[src/design/sprt_pkg.sv]
`timescale 1ns / 1ps
package sprt_pkg;

  localparam int PriceW = 32;
  localparam int IdW    = 32;

  localparam logic FUNC_INSERT = 1'b0;
  localparam logic FUNC_QUERY  = 1'b1;

  localparam logic [1:0] ST_INSERTED = 2'd0;
  localparam logic [1:0] ST_FULL     = 2'd1;
  localparam logic [1:0] ST_MATCH    = 2'd2;
  localparam logic [1:0] ST_NOMATCH  = 2'd3;

  typedef struct packed {
    logic                     func;
    logic signed [IdW-1:0]    product_id;
    logic        [PriceW-1:0] item_price;
    logic        [PriceW-1:0] min_price;
    logic        [PriceW-1:0] max_price;
  } in_item_t;

  typedef struct packed {
    logic        [1:0]        status;
    logic signed [IdW-1:0]    found_id;
    logic        [PriceW-1:0] found_price;
    logic                     last;
  } out_item_t;

  typedef struct packed {
    logic signed [IdW-1:0]    id;
    logic        [PriceW-1:0] price;
  } entry_t;

  // controller -> datapath
  typedef struct packed {
    logic load;
    logic insert;
    logic rotate;
    logic finish;
  } dp_cmd_t;

  // datapath -> controller
  typedef struct packed {
    logic func;
    logic scan_last;
  } dp_stat_t;

endpackage

[src/design/sprt_ctrl.sv]
`timescale 1ns / 1ps
module sprt_ctrl import sprt_pkg::*; (
  input  logic     clk,
  input  logic     rst_n,
  input  logic     start,
  input  dp_stat_t stat,
  output logic     busy,
  output dp_cmd_t  cmd
);

  localparam logic [1:0] S_IDLE = 2'd0;
  localparam logic [1:0] S_INS  = 2'd1;
  localparam logic [1:0] S_SCAN = 2'd2;
  localparam logic [1:0] S_END  = 2'd3;

  logic [1:0] state_r, state_nxt;

  always_comb begin
    state_nxt = state_r;
    cmd       = '0;
    case (state_r)
      S_IDLE: begin
        if (start) begin
          cmd.load  = 1'b1;
          state_nxt = S_INS;
        end
      end
      S_INS: begin
        // route the latched item to its operation
        if (stat.func == FUNC_INSERT) begin
          cmd.insert = 1'b1;
          state_nxt  = S_IDLE;
        end else begin
          cmd.rotate = 1'b1;
          state_nxt  = stat.scan_last ? S_END : S_SCAN;
        end
      end
      S_SCAN: begin
        cmd.rotate = 1'b1;
        if (stat.scan_last) begin
          state_nxt = S_END;
        end
      end
      S_END: begin
        cmd.finish = 1'b1;
        state_nxt  = S_IDLE;
      end
      default: begin
        state_nxt = S_IDLE;
      end
    endcase
  end

  always_ff @(posedge clk) begin
    if (!rst_n) begin
      state_r <= S_IDLE;
    end else begin
      state_r <= state_nxt;
    end
  end

  assign busy = (state_r != S_IDLE);

endmodule

[config.mk]
export PLATFORM = sky130hd
export DESIGN_NAME = sprt_ctrl
export DESIGN_NICKNAME = d
export VERILOG_FILES = /design/src/design/sprt_pkg.sv /design/src/design/sprt_ctrl.sv
export SDC_FILE = /design/constraint.sdc
export NUM_CORES = 1
export LEC_CHECK = 0
export ABC_AREA = 1
export BUFFER_PORTS_ARGS = -buffer_cell sky130_fd_sc_hd__buf_4
export CAP_MARGIN = 30
export CELL_PAD_IN_SITES_DETAIL_PLACEMENT = 1
export CELL_PAD_IN_SITES_GLOBAL_PLACEMENT = 1
export CORE_AREA = 2 2 39 41
export CTS_CLUSTER_DIAMETER = 150
export DETAILED_ROUTE_END_ITERATION = 6
export DIE_AREA = 0 0 41 43
export PLACE_DENSITY_LB_ADDON = 0.1
export SLEW_MARGIN = 5
export SYNTH_ARGS = -nofsm -noshare
export SYNTH_HDL_FRONTEND = slang
export SYNTH_SLANG_ARGS = --single-unit
[constraint.sdc]
create_clock -name clk -period 1.5 [get_ports clk]
set_clock_uncertainty 0.05 [all_clocks]
set_input_delay 0.15 -clock clk [delete_from_list [all_inputs] [get_ports clk]]
set_output_delay 0.15 -clock clk [all_outputs]
set_load 0.03 [all_outputs]
==> results.toml <==
[placed_design]
portBuffers = 9
dp_hpwl_um = 482
dpl_cell_area_um2 = 322
dp.cells = 61
place_ws_ns = 0.213
gp_congestion = 0.641

[min_path]
hold_path_class = "input port to register"
min_from = "rst_n"

[timing]
worst_slack_ns = 0.0689
final-hold-violation-count = 0
rsz0062_at_grt = "true"
fin_hold_ws_ns = 0.120
setup_viol = 0
fmax_mhz = 699
slew_headroom = 0.891
worst_slew_pin_slew_ns = 0.164
maxSlewViolCount = 0
fin_crit_sh = 0.954
min_period_ns = 1.43
fin_tns_setup_ns = 0

[grt]
antenna_found_initial = 0
met3_usage = 0.0157
overflow = 0
grt.met1_usage = 0.105
grt_pass1_vias = 248
grt_use_total = 0.0882
grt_pass1_wl_um = 1020
busiest_layer = "met2"
gr-usage-met2 = 0.134
grt_start_max_net_pins = 5

[critical_path]
crit_start = "state_r[0]"
crit_type = "register to primary output"
end_kind = "primary output"
start_kind = "register"
crit-reg2reg-launch = "state_r[0]"
crit_path_max_fanout = 4
cp.arrival_ns = 1.23
crit_required_ns = 1.30

[final_layout]
fin_nets = 60
final_cell_mix = "buf_4, inv_1, nand2_1, ha_1"
stdcell_count = 64
area_delta_synth_final_pct = 54.7
final_common_cell = "buf_4"
drive_gt1_frac = 0.438
antenna_cells = 0
utilization = 0.253
postLayoutCellArea_um2 = 350

[clocking]
cts_tree = "yes"
hold_buffers = 0
cts-root-buf = "clkbuf_4"
clk_path_buf_depth = 2
numCtsBuffers = 3
cts_setup_buffers = 0
clock_latency_ns = 0.22
htreeDepth = 1
cts_sinks = 2
clk_transition_reported_paths_ns = 0.03

[synth]
synth_nets = 45
netlist_area_um2 = 226
synth-seq-area-share = 0.177
syn_area_per_cell_um2 = 6.47
ys_ff_latch = 2
syn_inst = 35
ys_types = 9
yosysWarnings = 0

[route]
postRouteAntennaNets = 0
drt_iter0_drc = 2
vias = 252
wl_per_cell_um = 9.30
drc = 0
viasPerCell = 3.94
routed_wl_um = 595
first_pass_iters = 2

[flow_run]
cap_violations = 0

[power_and_ir_drop]
power_density_nw_per_um2 = 1840
ir_drop_v = 0.000571
p_total_mw = 0.644
leakagePower_nw = 0.204

[floorplan]
dieWidth_um = 41
die_area_um2 = 1760
rows = 14
initial_core_util = 0.164
fp.coreArea_um2 = 1380
dieHeight_um = 43
pin_count = 10

[status]
status = "complete, no violations"
## critical path, cell delays in order (launching register included)
cell	delay, ns
dfxtp_1	0.31
buf_4	0.15
ha_2	0.20
a21oi_1	0.14
nor2_1	0.05
buf_4	0.16
## where the power goes
part / leakage (nW) / internal (mW) / switching (mW)
combinational: 0.174 / 0.167 / 0.266
clock: 0.0138 / 0.0882 / 0.0299
sequential: 0.0169 / 0.0758 / 0.0172
## metal layers
layer | wire, µm | vias up | share of wire
met2 | 312 | 7 | 0.52
met4 | 0 | 0 | 0
met5 | 0 | - | 0
met3 | 32 | 0 | 0.054
met1 | 249 | 115 | 0.42
li1 | - | 130 | -
## synthesized netlist by cell type
cell type,n,share of area
inv_1,10,0.17
nand2_1,6,0.099
ha_1,5,0.28
a21oi_1,3,0.066
nand3_1,3,0.066
nor2_1,3,0.050
dfxtp_1,2,0.18
nand2_2,2,0.055
nand3_2,1,0.044
## cell families (layout without fill, tap and decap cells)
| family | count (synthesis) | count (layout) | share of synthesized area |
|---|---|---|---|
| flip-flops | 2 | 2 | 0.177 |
| buffers and inverters | 10 | 23 | 0.166 |
| AND/OR/NAND/NOR | 15 | 15 | 0.315 |
| AO/OA/AOI/OAI | 3 | 3 | 0.0663 |
| adder cells (fa/ha/maj) | 5 | 5 | 0.276 |
## final cells by class
type	count	area, µm²
Tap cell	16	20.0
Clock buffer	3	22.5
Multi-Input combinational cell	23	154
Timing Repair Buffer	10	75.1
Sequential cell	2	41.3
Inverter	10	37.5
Fill cell	189	1030
## timing repair
| item | in CTS | in global routing |
|---|---|---|
| endpoints found under the setup margin | 1 | 2 |
| hold endpoints to repair | 0 | 0 |
| gates resized for setup | 2 | 3 |
## path summary, 6_finish.rpt
check               end  slack [ns]  cells after the start
max              cmd[1]        0.07                      5
min          state_r[0]        0.12                      3
max reg2reg    register        0.29                      6
min reg2reg    register        0.56                      4
(Power assumes the default switching activity.)
